File: src/hw/rtl/touch_event_to_screen_point_top_assert.svh
// Assertion macros shared by the touch point converter RTL.
`ifndef TOUCH_EVENT_TO_SCREEN_POINT_TOP_ASSERT_SVH
`define TOUCH_EVENT_TO_SCREEN_POINT_TOP_ASSERT_SVH

// Same-cycle implication, checked outside reset.
`define TESP_ASSERT_SAME(label, ante, cons, msg) \
    label: assert property (@(posedge clk) disable iff (!rst_n) (ante) |-> (cons)) \
        else $error(msg);

// Next-cycle implication, checked outside reset.
`define TESP_ASSERT_NEXT(label, ante, cons, msg) \
    label: assert property (@(posedge clk) disable iff (!rst_n) (ante) |=> (cons)) \
        else $error(msg);

// Implication after the point pipeline fill latency.
`define TESP_ASSERT_LAT3(label, ante, cons, msg) \
    label: assert property (@(posedge clk) disable iff (!rst_n) (ante) |-> ##3 (cons)) \
        else $error(msg);

`endif

File: src/hw/rtl/tesp_pkg.sv
// Shared codes and types of the touch point converter.
package tesp_pkg;

    localparam logic [4:0] KIND_SYN = 5'd0;
    localparam logic [4:0] KIND_KEY = 5'd1;
    localparam logic [4:0] KIND_ABS = 5'd3;

    localparam logic [9:0] CODE_X         = 10'd0;
    localparam logic [9:0] CODE_Y         = 10'd1;
    localparam logic [9:0] CODE_PRESSURE  = 10'd24;
    localparam logic [9:0] CODE_MT_SLOT   = 10'd47;
    localparam logic [9:0] CODE_MT_X      = 10'd53;
    localparam logic [9:0] CODE_MT_Y      = 10'd54;
    localparam logic [9:0] CODE_MT_ID     = 10'd57;
    localparam logic [9:0] CODE_BTN_LEFT  = 10'd272;
    localparam logic [9:0] CODE_BTN_TOUCH = 10'd330;
    localparam logic [9:0] CODE_SYN_REPORT = 10'd0;

    localparam logic [31:0] RELEASE_ID = 32'hFFFF_FFFF;
    localparam logic [31:0] KEY_DOWN   = 32'd1;

    // register indexes (byte address / 4)
    localparam logic [2:0] REG_X_GAIN   = 3'd0;
    localparam logic [2:0] REG_Y_GAIN   = 3'd1;
    localparam logic [2:0] REG_X_OFFSET = 3'd2;
    localparam logic [2:0] REG_Y_OFFSET = 3'd3;
    localparam logic [2:0] REG_WIDTH    = 3'd4;
    localparam logic [2:0] REG_HEIGHT   = 3'd5;
    localparam logic [2:0] REG_MODE     = 3'd6;

    // transform_mode bits
    localparam int TM_SWAP  = 0;
    localparam int TM_INV_X = 1;
    localparam int TM_INV_Y = 2;
    localparam int TM_MT    = 3;

    localparam int SLOT_W = 48;  // {id, y, x}

    typedef struct packed {
        logic        valid;
        logic [9:0]  code;
        logic [31:0] value;
    } mt_evt_t;

endpackage

File: src/hw/rtl/tesp_ram.sv
// Generic single-write, single-read RAM with registered read data.
module tesp_ram #(
    parameter int WIDTH = 48,
    parameter int DEPTH = 16,
    localparam int AW = (DEPTH > 1) ? $clog2(DEPTH) : 1
) (
    input  logic             clk,
    input  logic             we,
    input  logic [AW-1:0]    waddr,
    input  logic [WIDTH-1:0] wdata,
    input  logic             re,
    input  logic [AW-1:0]    raddr,
    output logic [WIDTH-1:0] rdata
);

    logic [WIDTH-1:0] mem [DEPTH];

    always_ff @(posedge clk)
    begin
        if (we)
        begin
            mem[waddr] <= wdata;
        end
    end

    // read-first: a same-cycle write is not seen
    always_ff @(posedge clk)
    begin
        if (re)
        begin
            rdata <= mem[raddr];
        end
    end

endmodule

File: src/hw/rtl/tesp_scale.sv
// Two-stage axis scaler: raw * Q8.16 gain, then offset, truncate, saturate.
module tesp_scale import tesp_pkg::*; (
    input  logic               clk,
    input  logic               ld_mul,
    input  logic               ld_sat,
    input  logic signed [15:0] raw,
    input  logic [23:0]        gain,
    input  logic signed [15:0] offset,
    output logic signed [15:0] coord
);

    logic signed [24:0] gain_s;
    logic signed [40:0] prod_next;
    logic signed [40:0] prod_reg;
    logic signed [25:0] q_floor;
    logic signed [25:0] q_trunc;
    logic signed [15:0] coord_next;
    logic signed [15:0] coord_reg;

    assign gain_s    = signed'({1'b0, gain});
    assign prod_next = raw * gain_s;

    always_ff @(posedge clk)
    begin
        if (ld_mul)
        begin
            prod_reg <= prod_next;
        end
    end

    // low 16 bits of the sum equal those of the product
    assign q_floor = 26'(prod_reg >>> 16) + 26'(offset);
    assign q_trunc = q_floor + 26'((q_floor < 0 && prod_reg[15:0] != 16'd0) ? 1 : 0);

    always_comb
    begin
        if (q_trunc > 26'sd32767)
        begin
            coord_next = 16'sh7FFF;
        end
        else if (q_trunc < -26'sd32768)
        begin
            coord_next = 16'sh8000;
        end
        else
        begin
            coord_next = q_trunc[15:0];
        end
    end

    always_ff @(posedge clk)
    begin
        if (ld_sat)
        begin
            coord_reg <= coord_next;
        end
    end

    assign coord = coord_reg;

endmodule

File: src/hw/rtl/tesp_slot.sv
// Multitouch slot tracker: slot select, pending position, slot table RAM.
module tesp_slot import tesp_pkg::*; #(
    parameter int SLOT_COUNT = 16,
    localparam int IDX_W = (SLOT_COUNT > 1) ? $clog2(SLOT_COUNT) : 1,
    localparam int CNT_W = $clog2(SLOT_COUNT + 1)
) (
    input  logic                  clk,
    input  logic                  rst_n,
    input  mt_evt_t               mt_evt,
    output logic [SLOT_COUNT-1:0] slot_pressed,
    output logic [CNT_W-1:0]      live_count
);

    logic [IDX_W-1:0]      slot_index_reg, slot_index_next;
    logic                  slot_valid_reg, slot_valid_next;
    logic [15:0]           pend_x_reg, pend_x_next;
    logic [15:0]           pend_y_reg, pend_y_next;
    logic [SLOT_COUNT-1:0] pressed_reg, pressed_next;
    logic [CNT_W-1:0]      count_reg, count_next;
    logic [SLOT_COUNT-1:0] tbl_valid_reg, tbl_valid_next;

    // read-modify-write stage
    logic                  m_v_reg;
    logic                  m_release_reg;
    logic [IDX_W-1:0]      m_addr_reg;
    logic [SLOT_W-1:0]     m_data_reg;

    // last write, for forwarding
    logic                  lw_v_reg;
    logic [IDX_W-1:0]      lw_addr_reg;
    logic [SLOT_W-1:0]     lw_data_reg;

    logic                  is_select, slot_ok, slot_act, id_act, is_release, cur_bit;
    logic [SLOT_W-1:0]     rd_data, old_entry, wr_data;

    assign is_select  = mt_evt.valid && (mt_evt.code == CODE_MT_SLOT);
    assign slot_ok    = !mt_evt.value[31] && (mt_evt.value < 32'(SLOT_COUNT));
    assign slot_act   = mt_evt.valid && slot_valid_reg && (mt_evt.code != CODE_MT_SLOT);
    assign id_act     = slot_act && (mt_evt.code == CODE_MT_ID);
    assign is_release = (mt_evt.value == RELEASE_ID);
    assign cur_bit    = pressed_reg[slot_index_reg];

    always_comb
    begin
        slot_index_next = slot_index_reg;
        slot_valid_next = slot_valid_reg;
        pend_x_next     = pend_x_reg;
        pend_y_next     = pend_y_reg;
        pressed_next    = pressed_reg;
        count_next      = count_reg;
        if (is_select)
        begin
            slot_valid_next = slot_ok;
            if (slot_ok)
            begin
                slot_index_next = mt_evt.value[IDX_W-1:0];
            end
        end
        if (slot_act && mt_evt.code == CODE_MT_X)
        begin
            pend_x_next = mt_evt.value[15:0];
        end
        if (slot_act && mt_evt.code == CODE_MT_Y)
        begin
            pend_y_next = mt_evt.value[15:0];
        end
        if (id_act)
        begin
            pressed_next[slot_index_reg] = !is_release;
            if (is_release && cur_bit)
            begin
                count_next = count_reg - CNT_W'(1);
            end
            else if (!is_release && !cur_bit)
            begin
                count_next = count_reg + CNT_W'(1);
            end
        end
    end

    tesp_ram #(
        .WIDTH (SLOT_W),
        .DEPTH (SLOT_COUNT)
    ) u_table (
        .clk   (clk),
        .we    (m_v_reg),
        .waddr (m_addr_reg),
        .wdata (wr_data),
        .re    (id_act),
        .raddr (slot_index_reg),
        .rdata (rd_data)
    );

    // back-to-back writes to one entry: the RAM copy is one write behind
    always_comb
    begin
        if (lw_v_reg && lw_addr_reg == m_addr_reg)
        begin
            old_entry = lw_data_reg;
        end
        else if (tbl_valid_reg[m_addr_reg])
        begin
            old_entry = rd_data;
        end
        else
        begin
            old_entry = '0;
        end
    end

    assign wr_data = m_release_reg ? {16'd0, old_entry[31:0]} : m_data_reg;

    always_comb
    begin
        tbl_valid_next = tbl_valid_reg;
        if (m_v_reg)
        begin
            tbl_valid_next[m_addr_reg] = 1'b1;
        end
    end

    always_ff @(posedge clk or negedge rst_n)
    begin
        if (!rst_n)
        begin
            slot_index_reg <= '0;
            slot_valid_reg <= 1'b0;
            pend_x_reg     <= '0;
            pend_y_reg     <= '0;
            pressed_reg    <= '0;
            count_reg      <= '0;
            tbl_valid_reg  <= '0;
            m_v_reg        <= 1'b0;
            lw_v_reg       <= 1'b0;
        end
        else
        begin
            slot_index_reg <= slot_index_next;
            slot_valid_reg <= slot_valid_next;
            pend_x_reg     <= pend_x_next;
            pend_y_reg     <= pend_y_next;
            pressed_reg    <= pressed_next;
            count_reg      <= count_next;
            tbl_valid_reg  <= tbl_valid_next;
            m_v_reg        <= id_act;
            lw_v_reg       <= m_v_reg;
        end
    end

    always_ff @(posedge clk)
    begin
        if (id_act)
        begin
            m_release_reg <= is_release;
            m_addr_reg    <= slot_index_reg;
            m_data_reg    <= {mt_evt.value[15:0], pend_y_reg, pend_x_reg};
        end
        if (m_v_reg)
        begin
            lw_addr_reg <= m_addr_reg;
            lw_data_reg <= wr_data;
        end
    end

    assign slot_pressed = pressed_reg;
    assign live_count   = count_reg;

endmodule

File: src/hw/rtl/touch_event_to_screen_point_top.sv
// Top level of the touch event to screen point converter.
//
// Usage:
//   Input channel (in_valid/in_ready): one input event per item: ev_kind,
//   ev_code, ev_value, stamp_ms. Axis, pressure, key and multitouch events
//   update internal state at the edge they are accepted and give no item.
//   A sync report (kind 0, code 0) gives exactly one output item.
//   Output channel (out_valid/out_ready): out_x, out_y, touch_pressed,
//   touch_pressure, event_time_ms, active_points.
//   Config: APB-style write/read port, registers at 4*index, pready tied high.
// Path: a sync report passes the multiply stage, offset/saturate stage and
//   transform/clamp output register. Throughput: 1 item per cycle while
//   in_ready is high; the three point stages advance independently, so
//   bubbles collapse and input stays open while a finished point waits.
// Stall: when out_ready is low the point stays in the output register;
//   in_ready drops only once the first stage is full and cannot move.
// Reset: all event state, slot flags and pipeline valids clear; config
//   registers take their defaults. Slot table entries read as zero until
//   written (per-entry valid flags), so no clearing pass is needed.
module touch_event_to_screen_point_top import tesp_pkg::*; #(
    parameter int SLOT_COUNT = 16
) (
    input  logic               clk,
    input  logic               rst_n,

    input  logic               psel,
    input  logic               penable,
    input  logic               pwrite,
    input  logic [4:0]         paddr,
    input  logic [31:0]        pwdata,
    output logic [31:0]        prdata,
    output logic               pready,

    input  logic               in_valid,
    output logic               in_ready,
    input  logic [4:0]         ev_kind,
    input  logic [9:0]         ev_code,
    input  logic signed [31:0] ev_value,
    input  logic [31:0]        stamp_ms,

    output logic               out_valid,
    input  logic               out_ready,
    output logic [14:0]        out_x,
    output logic [14:0]        out_y,
    output logic               touch_pressed,
    output logic signed [15:0] touch_pressure,
    output logic [31:0]        event_time_ms,
    output logic [4:0]         active_points
);

`include "touch_event_to_screen_point_top_assert.svh"

    localparam int CNT_W = $clog2(SLOT_COUNT + 1);

    // ---------------- configuration registers ----------------
    logic [23:0]        x_gain_reg, y_gain_reg;
    logic signed [15:0] x_offset_reg, y_offset_reg;
    logic [14:0]        display_width_reg, display_height_reg;
    logic [3:0]         transform_mode_reg;
    logic               cfg_wr;

    assign pready = 1'b1;
    assign cfg_wr = psel && penable && pwrite;

    always_ff @(posedge clk or negedge rst_n)
    begin
        if (!rst_n)
        begin
            x_gain_reg         <= 24'd3840;
            y_gain_reg         <= 24'd2160;
            x_offset_reg       <= '0;
            y_offset_reg       <= '0;
            display_width_reg  <= 15'd1920;
            display_height_reg <= 15'd1080;
            transform_mode_reg <= 4'd8;
        end
        else if (cfg_wr)
        begin
            case (paddr[4:2])
                REG_X_GAIN:   x_gain_reg         <= pwdata[23:0];
                REG_Y_GAIN:   y_gain_reg         <= pwdata[23:0];
                REG_X_OFFSET: x_offset_reg       <= pwdata[15:0];
                REG_Y_OFFSET: y_offset_reg       <= pwdata[15:0];
                REG_WIDTH:    display_width_reg  <= pwdata[14:0];
                REG_HEIGHT:   display_height_reg <= pwdata[14:0];
                REG_MODE:     transform_mode_reg <= pwdata[3:0];
                default:      ;
            endcase
        end
    end

    always_comb
    begin
        case (paddr[4:2])
            REG_X_GAIN:   prdata = {8'd0, x_gain_reg};
            REG_Y_GAIN:   prdata = {8'd0, y_gain_reg};
            REG_X_OFFSET: prdata = 32'(x_offset_reg);
            REG_Y_OFFSET: prdata = 32'(y_offset_reg);
            REG_WIDTH:    prdata = {17'd0, display_width_reg};
            REG_HEIGHT:   prdata = {17'd0, display_height_reg};
            REG_MODE:     prdata = {28'd0, transform_mode_reg};
            default:      prdata = '0;
        endcase
    end

    // ---------------- event decode and scalar state ----------------
    logic               in_acc, is_abs, is_key, sync_acc, mt_on;
    logic signed [15:0] axis_x_reg, axis_y_reg, press_level_reg;
    logic               contact_down_reg;
    logic [4:0]         held_count_reg, held_count_next;
    logic [7:0]         live8;
    mt_evt_t            mt_evt;
    logic [SLOT_COUNT-1:0] slot_pressed;
    logic [CNT_W-1:0]   live_count;

    assign in_acc   = in_valid && in_ready;
    assign is_abs   = ev_kind == KIND_ABS;
    assign is_key   = ev_kind == KIND_KEY;
    assign sync_acc = in_acc && ev_kind == KIND_SYN && ev_code == CODE_SYN_REPORT;
    assign mt_on    = transform_mode_reg[TM_MT];

    // any other absolute code goes to the slot tracker when multitouch is on
    assign mt_evt.valid = in_acc && is_abs && mt_on && ev_code != CODE_X
                          && ev_code != CODE_Y && ev_code != CODE_PRESSURE;
    assign mt_evt.code  = ev_code;
    assign mt_evt.value = ev_value;

    tesp_slot #(
        .SLOT_COUNT (SLOT_COUNT)
    ) u_slot (
        .clk          (clk),
        .rst_n        (rst_n),
        .mt_evt       (mt_evt),
        .slot_pressed (slot_pressed),
        .live_count   (live_count)
    );

    // count saturates at 31; held while multitouch is off
    assign live8 = 8'(live_count);
    always_comb
    begin
        held_count_next = held_count_reg;
        if (sync_acc && mt_on)
        begin
            held_count_next = (live8 > 8'd31) ? 5'd31 : live8[4:0];
        end
    end

    always_ff @(posedge clk or negedge rst_n)
    begin
        if (!rst_n)
        begin
            axis_x_reg       <= '0;
            axis_y_reg       <= '0;
            press_level_reg  <= '0;
            contact_down_reg <= 1'b0;
            held_count_reg   <= '0;
        end
        else
        begin
            held_count_reg <= held_count_next;
            if (in_acc && is_abs && ev_code == CODE_X)
            begin
                axis_x_reg <= ev_value[15:0];
            end
            if (in_acc && is_abs && ev_code == CODE_Y)
            begin
                axis_y_reg <= ev_value[15:0];
            end
            if (in_acc && is_abs && ev_code == CODE_PRESSURE)
            begin
                press_level_reg <= ev_value[15:0];
            end
            if (in_acc && is_key && (ev_code == CODE_BTN_TOUCH || ev_code == CODE_BTN_LEFT))
            begin
                contact_down_reg <= (ev_value == KEY_DOWN);
            end
        end
    end

    // ---------------- point pipeline ----------------
    logic               p1_v_reg, p2_v_reg, out_valid_reg;
    logic               out_free, p2_move, p2_free, p1_move, p1_free;
    logic               p1_pressed_reg, p2_pressed_reg;
    logic signed [15:0] p1_pressure_reg, p2_pressure_reg;
    logic [31:0]        p1_stamp_reg, p2_stamp_reg;
    logic [4:0]         p1_count_reg, p2_count_reg;
    logic signed [15:0] sx, sy, fx, fy;
    logic signed [17:0] tx, ty;
    logic [14:0]        out_x_reg, out_y_reg;
    logic               out_pressed_reg;
    logic signed [15:0] out_pressure_reg;
    logic [31:0]        out_stamp_reg;
    logic [4:0]         out_count_reg;

    assign out_free = !out_valid_reg || out_ready;
    assign p2_move  = p2_v_reg && out_free;
    assign p2_free  = !p2_v_reg || out_free;
    assign p1_move  = p1_v_reg && p2_free;
    assign p1_free  = !p1_v_reg || p2_free;
    assign in_ready = p1_free;

    tesp_scale u_scale_x (
        .clk    (clk),
        .ld_mul (sync_acc),
        .ld_sat (p1_move),
        .raw    (axis_x_reg),
        .gain   (x_gain_reg),
        .offset (x_offset_reg),
        .coord  (sx)
    );

    tesp_scale u_scale_y (
        .clk    (clk),
        .ld_mul (sync_acc),
        .ld_sat (p1_move),
        .raw    (axis_y_reg),
        .gain   (y_gain_reg),
        .offset (y_offset_reg),
        .coord  (sy)
    );

    function automatic logic [14:0] clamp_dim(input logic signed [17:0] v,
                                              input logic [14:0] dim);
        logic signed [17:0] dim_s;
        dim_s = signed'({3'd0, dim});
        if (dim == 15'd0 || v < 0)
        begin
            return 15'd0;
        end
        else if (v >= dim_s)
        begin
            return dim - 15'd1;
        end
        return v[14:0];
    endfunction

    // swap, then optional invert against the screen size
    assign fx = transform_mode_reg[TM_SWAP] ? sy : sx;
    assign fy = transform_mode_reg[TM_SWAP] ? sx : sy;
    assign tx = transform_mode_reg[TM_INV_X] ?
                signed'({3'd0, display_width_reg}) - 18'(fx) : 18'(fx);
    assign ty = transform_mode_reg[TM_INV_Y] ?
                signed'({3'd0, display_height_reg}) - 18'(fy) : 18'(fy);

    always_ff @(posedge clk or negedge rst_n)
    begin
        if (!rst_n)
        begin
            p1_v_reg      <= 1'b0;
            p2_v_reg      <= 1'b0;
            out_valid_reg <= 1'b0;
        end
        else
        begin
            if (sync_acc)
            begin
                p1_v_reg <= 1'b1;
            end
            else if (p1_move)
            begin
                p1_v_reg <= 1'b0;
            end
            if (p1_move)
            begin
                p2_v_reg <= 1'b1;
            end
            else if (p2_move)
            begin
                p2_v_reg <= 1'b0;
            end
            if (p2_move)
            begin
                out_valid_reg <= 1'b1;
            end
            else if (out_ready)
            begin
                out_valid_reg <= 1'b0;
            end
        end
    end

    always_ff @(posedge clk)
    begin
        if (sync_acc)
        begin
            p1_pressed_reg  <= contact_down_reg;
            p1_pressure_reg <= press_level_reg;
            p1_stamp_reg    <= stamp_ms;
            p1_count_reg    <= held_count_next;
        end
        if (p1_move)
        begin
            p2_pressed_reg  <= p1_pressed_reg;
            p2_pressure_reg <= p1_pressure_reg;
            p2_stamp_reg    <= p1_stamp_reg;
            p2_count_reg    <= p1_count_reg;
        end
        if (p2_move)
        begin
            out_x_reg        <= clamp_dim(tx, display_width_reg);
            out_y_reg        <= clamp_dim(ty, display_height_reg);
            out_pressed_reg  <= p2_pressed_reg;
            out_pressure_reg <= p2_pressure_reg;
            out_stamp_reg    <= p2_stamp_reg;
            out_count_reg    <= p2_count_reg;
        end
    end

    assign out_valid      = out_valid_reg;
    assign out_x          = out_x_reg;
    assign out_y          = out_y_reg;
    assign touch_pressed  = out_pressed_reg;
    assign touch_pressure = out_pressure_reg;
    assign event_time_ms  = out_stamp_reg;
    assign active_points  = out_count_reg;

    // ---------------- checks ----------------
    `TESP_ASSERT_SAME(a_count_tracks_flags, 1'b1,
        $countones(slot_pressed) == int'(live_count),
        "live slot count out of step with pressed flags")
    `TESP_ASSERT_SAME(a_x_on_screen, out_valid && display_width_reg != 15'd0,
        out_x < display_width_reg, "out_x beyond screen width")
    `TESP_ASSERT_LAT3(a_empty_latency,
        sync_acc && !p1_v_reg && !p2_v_reg && !out_valid_reg,
        out_valid, "sync report not delivered after three cycles")

endmodule

File: config.mk
export PLATFORM = sky130hd
export DESIGN_NAME = touch_event_to_screen_point_top
export DESIGN_NICKNAME = d
export VERILOG_FILES = /design/src/hw/rtl/tesp_pkg.sv /design/src/hw/rtl/tesp_ram.sv /design/src/hw/rtl/tesp_scale.sv /design/src/hw/rtl/tesp_slot.sv /design/src/hw/rtl/touch_event_to_screen_point_top.sv
export VERILOG_INCLUDE_DIRS = /design/src /design/src/hw/rtl
export SDC_FILE = /design/constraint.sdc
export NUM_CORES = 2
export LEC_CHECK = 0
export BUFFER_PORTS_ARGS = -buffer_cell sky130_fd_sc_hd__buf_4
export CORE_MARGIN = 2
export CORE_UTILIZATION = 64
export DETAILED_ROUTE_END_ITERATION = 6
export MAX_ROUTING_LAYER = met4
export PLACE_DENSITY = 0.83
export SETUP_SLACK_MARGIN = 0.05
export SYNTH_ARGS = -nofsm -noshare
export SYNTH_HDL_FRONTEND = slang
export SYNTH_SLANG_ARGS = --single-unit
File: constraint.sdc
create_clock -name clk -period 12.7 [get_ports clk]
set_clock_uncertainty 0.15 [all_clocks]
set_input_delay 3.175 -clock clk [delete_from_list [all_inputs] [get_ports clk]]
set_output_delay 3.175 -clock clk [all_outputs]
set_load 0.005 [all_outputs]
=== Word-level counts from Yosys, hierarchy flattened ===
Cells that the tools add are included.
W data, S select, Z words.

* Multipliers: 2
* Equality and inequality tests: 19
* Reductions and logical operators: 61
* Magnitude comparators: 14
* Multiplexer cells: 36
* Add/subtract/negate cells: 10

{| class="wikitable"
|+ Operator list
! cell !! number
|-
| $pmux W32 S7 || 1
|-
| $mux W15 || 6
|-
| $mul A16 B25 Y41 || 2
|-
| $mux W16 || 4
|-
| $add A25 B16 Y26 || 2
|-
| $add A26 B2 Y26 || 2
|-
| $gt A26 B16 Y1 const B || 2
|-
| $lt A26 B1 Y1 const B || 2
|-
| $lt A26 B16 Y1 const B || 2
|-
| $ge A18 B16 Y1 || 2
|-
| $lt A18 B1 Y1 const B || 2
|-
| $mux W18 || 2
|-
| $sub A16 B16 Y17 || 2
|-
| $eq A32 B1 Y1 const B || 1
|-
| $eq A32 B32 Y1 const B || 1
|-
| $lt A32 B5 Y1 const B || 1
|-
| $reduce_bool A16 Y1 || 2
|-
| $logic_not A15 Y1 || 2
|-
| $sub A15 B1 Y15 const B || 2
|-
| $logic_and A1 B1 Y1 || 28
|-
| $eq A10 B6 Y1 const B || 2
|-
| $eq A10 B9 Y1 const B || 2
|-
| $mux W5 || 4
|-
| $reduce_and A2 Y1 || 9
|-
| other kinds (26) || 57
|}

* Bits in registers: 503
* Input port bits: 123

=== Logic depth before layout (Yosys ltp) ===
* Depth after elaboration: 14
* Depth in mapped cells: 27
* Gate-level depth less buffers: 26

=== Cells and area by module ===
From an unflattened synthesis, not the netlist that was laid out.

* Cells, all modules: 5193
* Area total of the unflattened synthesis: 52344.0 µm²

{| class="wikitable"
|+ By module, submodules not included
! module !! sequential area each (µm²) !! cells each !! area each (µm²) !! instances
|-
| touch_event_to_screen_point_top || 10065.9 || 1331 || 17289.1 || 1
|-
| tesp_scale (u_scale_x) || 1711.6 || 1872 || 16807.4 || 1
|-
| tesp_scale (u_scale_y) || 1711.6 || 1852 || 16658.5 || 1
|-
| tesp_slot || 650.6 || 138 || 1589.0 || 1
|}

=== Least setup slack after synthesis ===
Ideal clock, no wire load.

* Path type: input port to flip-flop
* Start: input port ev_code[3]
* End: register p1_count_reg[0], enable pin
* Path slack: -1657 ps
* Data arrival time: 13409 ps
* Data required time: 11752 ps
* Stages: 4
* Buffers on the path: 1
* Setup time: 798 ps
* Cells stage by stage: or4_1 -> or4_1 -> clkbuf_1 -> nor3_1

* Cells in the longest elaborated chain, start to end: 2

{| class="wikitable"
|+ Ends and longest elaborated chain
! item !! line !! text
|-
| from (decl) || touch_event_to_screen_point_top.sv:37 || <nowiki>input logic [9:0] ev_code,</nowiki>
|-
| $logic_not A10 Y1 || touch_event_to_screen_point_top.sv:119 || <nowiki>assign sync_acc = in_acc && ev_kind == KIND_SYN && ev_code == CODE_SYN_REPORT;</nowiki>
|-
| $logic_and A1 B1 Y1 || touch_event_to_screen_point_top.sv:119 ||
|-
| net sync_acc || touch_event_to_screen_point_top.sv:107 || <nowiki>logic in_acc, is_abs, is_key, sync_acc, mt_on;</nowiki>
|-
| to (signal assigned) || touch_event_to_screen_point_top.sv:290 || <nowiki>p1_count_reg <= held_count_next;</nowiki>
|-
| to (decl) || touch_event_to_screen_point_top.sv:187 || <nowiki>logic [4:0] p1_count_reg, p2_count_reg;</nowiki>
|}

The timed path passes the listed nets, and every way through them passes these cells.
A chain may end at the register's enable or synchronous reset.

=== Worst setup path in the final report ===
* Start: input port paddr[2]
* End: output port prdata[29]

* Cells in the longest elaborated chain, start to end: 2
* Elaborated cells on any way between the ends: 8
* Those cells by class: 6 x eq/ne; 1 x mux; 1 x reduce/logical

{| class="wikitable"
|+ Ends and longest elaborated chain
! item !! line !! text
|-
| from (decl) || touch_event_to_screen_point_top.sv:29 || <nowiki>input logic [4:0] paddr,</nowiki>
|-
| $eq A3 B3 Y1 (tied with other cells) || touch_event_to_screen_point_top.sv:94 || <nowiki>case (paddr[4:2])</nowiki>
|-
| $pmux W32 S7 * || touch_event_to_screen_point_top.sv:94 ||
|-
| to (decl) || touch_event_to_screen_point_top.sv:31 || <nowiki>output logic [31:0] prdata,</nowiki>
|}

Mark *: on every way between the ends. The rest lies on a longest branch, timed or not.

==> flow_summary.ini <==
[setup_path]
cp_common_cell = buf_4
crit_path_start_kind = input port
crit_type = in -> out
reg2reg_from = axis_y_reg[15]
max_stage_delay_ns = 0.63
crit_arrival_ns = 5.19
crit_slowest_cell = buf_4
crit_fanout = 59
r2r_end = u_scale_y.prod_reg[37]
r2r_cells = 22
reg2reg_slack_ns = 4.37
required_ns = 9.38
cp-end-kind = output port
path_cells = buf_4 > mux2_2 > nand2_1 > inv_1 > buf_4

[routing]
drt_pass1_iterations = 6
route.vias.total = 37700
drtIter0Drc = 2961
avgRoutedWirePerCell_um = 20.9
ant_nets = 0
drt-total-wl_mm = 132
via_per_inst = 5.99
drc = 0

[power_and_ir_drop]
p_int_uw = 3450
peakVddDrop_uv = 98.0
combinationalPowerShare_pct = 33.0
pwr-share-clk_pct = 28.0
power.net_switching_uw = 2040
p_per_area_nw_per_um2 = 98.6
p_seq_share_pct = 38.9
swShare_pct = 37.1
power.static_leakage_uw = 0.0257

[floorplanning]
io_pins = 242
start_util_pct = 64.9
dieHeight_um = 288
die_w_um = 288
num_rows = 103
core_um2 = 79300
die_area_um2 = 82700

[sta]
period_needed_ns = 8.51
slew_violations = 0
max_slew_margin_pct = 16.1
fmax_mhz = 117
rsz0062_at_grt = no
final_hold_viol_count = 0
setup_viol = 0
tightest_slew_ns = 1.26
fin_setup_tns_ns = 0
fin_crit_sh_pct = 67.0

[synth]
yosysMostFrequentCell = inv_1
synth-simple-area-share_pct = 14.2
netlist-cell-type-count = 101
synth_common_cells = 850 x inv_1, 617 x fa_1, 545 x nand2_1
ys_seq_area_share_pct = 27.5
synth_compound_area_share_pct = 7.92
synthFlopType = edfxtp_1
synth_top_area_share_pct = 24.0
netlist_instances = 5095
synth.area.top_cells = fa_1 24%, edfxtp_1 18%, ha_1 9.6%
synth.largest_area_cell = fa_1
synth_top_family_by_area = adder cells
avgSynthCellArea_um2 = 10.1
syn_area_um2 = 51400
synth_xor_area_share_pct = 3.35
synth-edff-count = 306
muxShareOfSynthArea_pct = 5.51
ys_async_sr_fraction_pct = 39.2
syn_nets = 6231
ys_ff_latch = 503
ys_warn_count = 0
synthAdderAreaFrac_pct = 33.6

[grt]
grt_pass1_vias = 39100
grt_pass1_wl_mm = 209
antenna_found_initial = 1
grt.total_usage_pct = 33.6
grt_overflow_total = 0
grt_max_degree = 79

[cells_and_area]
final-instance-count-excl-fill = 6300
fill_cells = 5798
drive_gt1_share_pct = 11.5
nets = 6342
syn_to_final_growth_pct = 8.30

[clock_network]
cts_tree = done
clockRootBuffer = clkbuf_16
post-cts-setup-buffers = 0
clock_tree.htree_level_count = 2
clock_latency_ns = 0.65
post_cts_resized = 0
clk_pin_slew_ns = 0.06
hold_buffers = 0
cts_buffers = 50
cts.path.max_buffers = 3
cts.sinks = 503

[place]
hpwlAfterDp_mm = 100
io_buffers = 230
post-place-cells = 6204
routabilityCongestion = 0.988

[status]
status = completed

[min_path]
hold_depth = 0
min_path_type = reg -> reg
min-delay-start = p2_stamp_reg[30]
min_to = event_time_ms[30]

[flow_run]
drv_cap = 0
==> routing by layer <==
layer	share of wire (%)	vias up	routed length [um]	track usage, %
met2	47	1932	61400	53.4
met4	4.9	0	6440	14.3
met5	0	-	0	-
met3	10	428	13300	6.56
met1	38	18500	50300	42.3
li1	-	16800	-	-
==> cells in the final DEF, fill, tap and decap left out, types with 14 or more instances in the layout <==
master / synthesis / layout
inv_1: 850 / 850
fa_1: 617 / 617
nand2_1: 545 / 545
ha_1: 396 / 396
and2_1: 345 / 344
edfxtp_1: 306 / 306
buf_4: 8 / 266
nor2_1: 184 / 183
dfrtp_1: 180 / 180
mux2_2: 160 / 160
o21ai_0: 145 / 145
a21oi_1: 137 / 137
xnor2_1: 126 / 126
mux2i_1: 83 / 83
a21o_1: 77 / 77
xor2_1: 61 / 61
nand3_1: 53 / 53
clkbuf_16: 0 / 51
nand2b_1: 48 / 48
nand4_1: 45 / 45
nor3_1: 47 / 43
nor2b_1: 39 / 38
nor4_1: 30 / 30
o21ai_1: 27 / 27
a31oi_1: 26 / 26
and3_1: 25 / 25
a211oi_1: 24 / 24
o21bai_1: 23 / 23
o31ai_1: 18 / 18
dfstp_2: 17 / 17
o21a_1: 16 / 16
nand3b_1: 14 / 14
or3_1: 14 / 14
==> final cells by class <==
cell class              count  area [um^2]  area share (%)
well taps                1050         1310            2.36
repair buffers            267         2010            3.61
inverters                 853         3200            5.75
flip-flops and latches    503        14100            25.4
clock inverters            31          350           0.629
multi-input cells        3531        33300            59.8
clock buffers              63         1370            2.45
diodes                      2         5.00         0.00898
==> stage by stage <==
stage	setup slack [ns]	util (%)	total power (uW)	instance area, um^2	hold slack [ns]
2_1_floorplan	2.50	-	3330	51500	0.250
3_3_place_gp	4.31	68.1	3870	54000	0.250
3_5_place_dp	4.30	68.1	3920	54000	0.255
4_1_cts	4.30	70.3	5460	55700	0.268
5_1_grt	4.01	70.3	5760	55700	0.271
6_report	4.19	70.3	5490	55700	0.264
==> worst max-delay path: cells and delay by family <==
family	cells	cell delay, ns
buf+inv	3	1.10
simple gates	1	0.42
mux	1	0.41
==> power groups by stage <==
stage | clock network [uW] | logic [uW] | registers [uW]
finish | 1540 | 1810 | 2140
global route | 1620 | 2000 | 2140
CTS | 1550 | 1790 | 2120
detailed placement | 0 | 1770 | 2150
global placement | 0 | 1720 | 2150
floorplan | 0 | 1380 | 1950
==> worst max-delay path by stage <==
| stage | start | end | slack [ns] | cells after the start |
|---|---|---|---|---|
| floorplan | ev_code[3] | p1_count_reg[0] | 2.50 | 4 |
| global placement | paddr[2] | prdata[2] | 4.31 | 7 |
| detailed placement | paddr[2] | prdata[29] | 4.30 | 5 |
| CTS | paddr[2] | prdata[29] | 4.30 | 5 |
| global route | axis_y_reg[15] | u_scale_y.prod_reg[39] | 4.01 | 22 |
| finish | paddr[2] | prdata[29] | 4.19 | 5 |
==> cells by family (layout without fill, tap and decap cells) <==
group | Yosys count | count (layout)
flops | 503 | 503
fa+ha+maj | 1013 | 1013
xor+xnor | 191 | 191
compound gates | 621 | 621
simple gates | 1453 | 1453
buf+inv | 1061 | 1214
mux | 252 | 252
other cells | 1 | 3
Power figures use the tool's default switching activity.
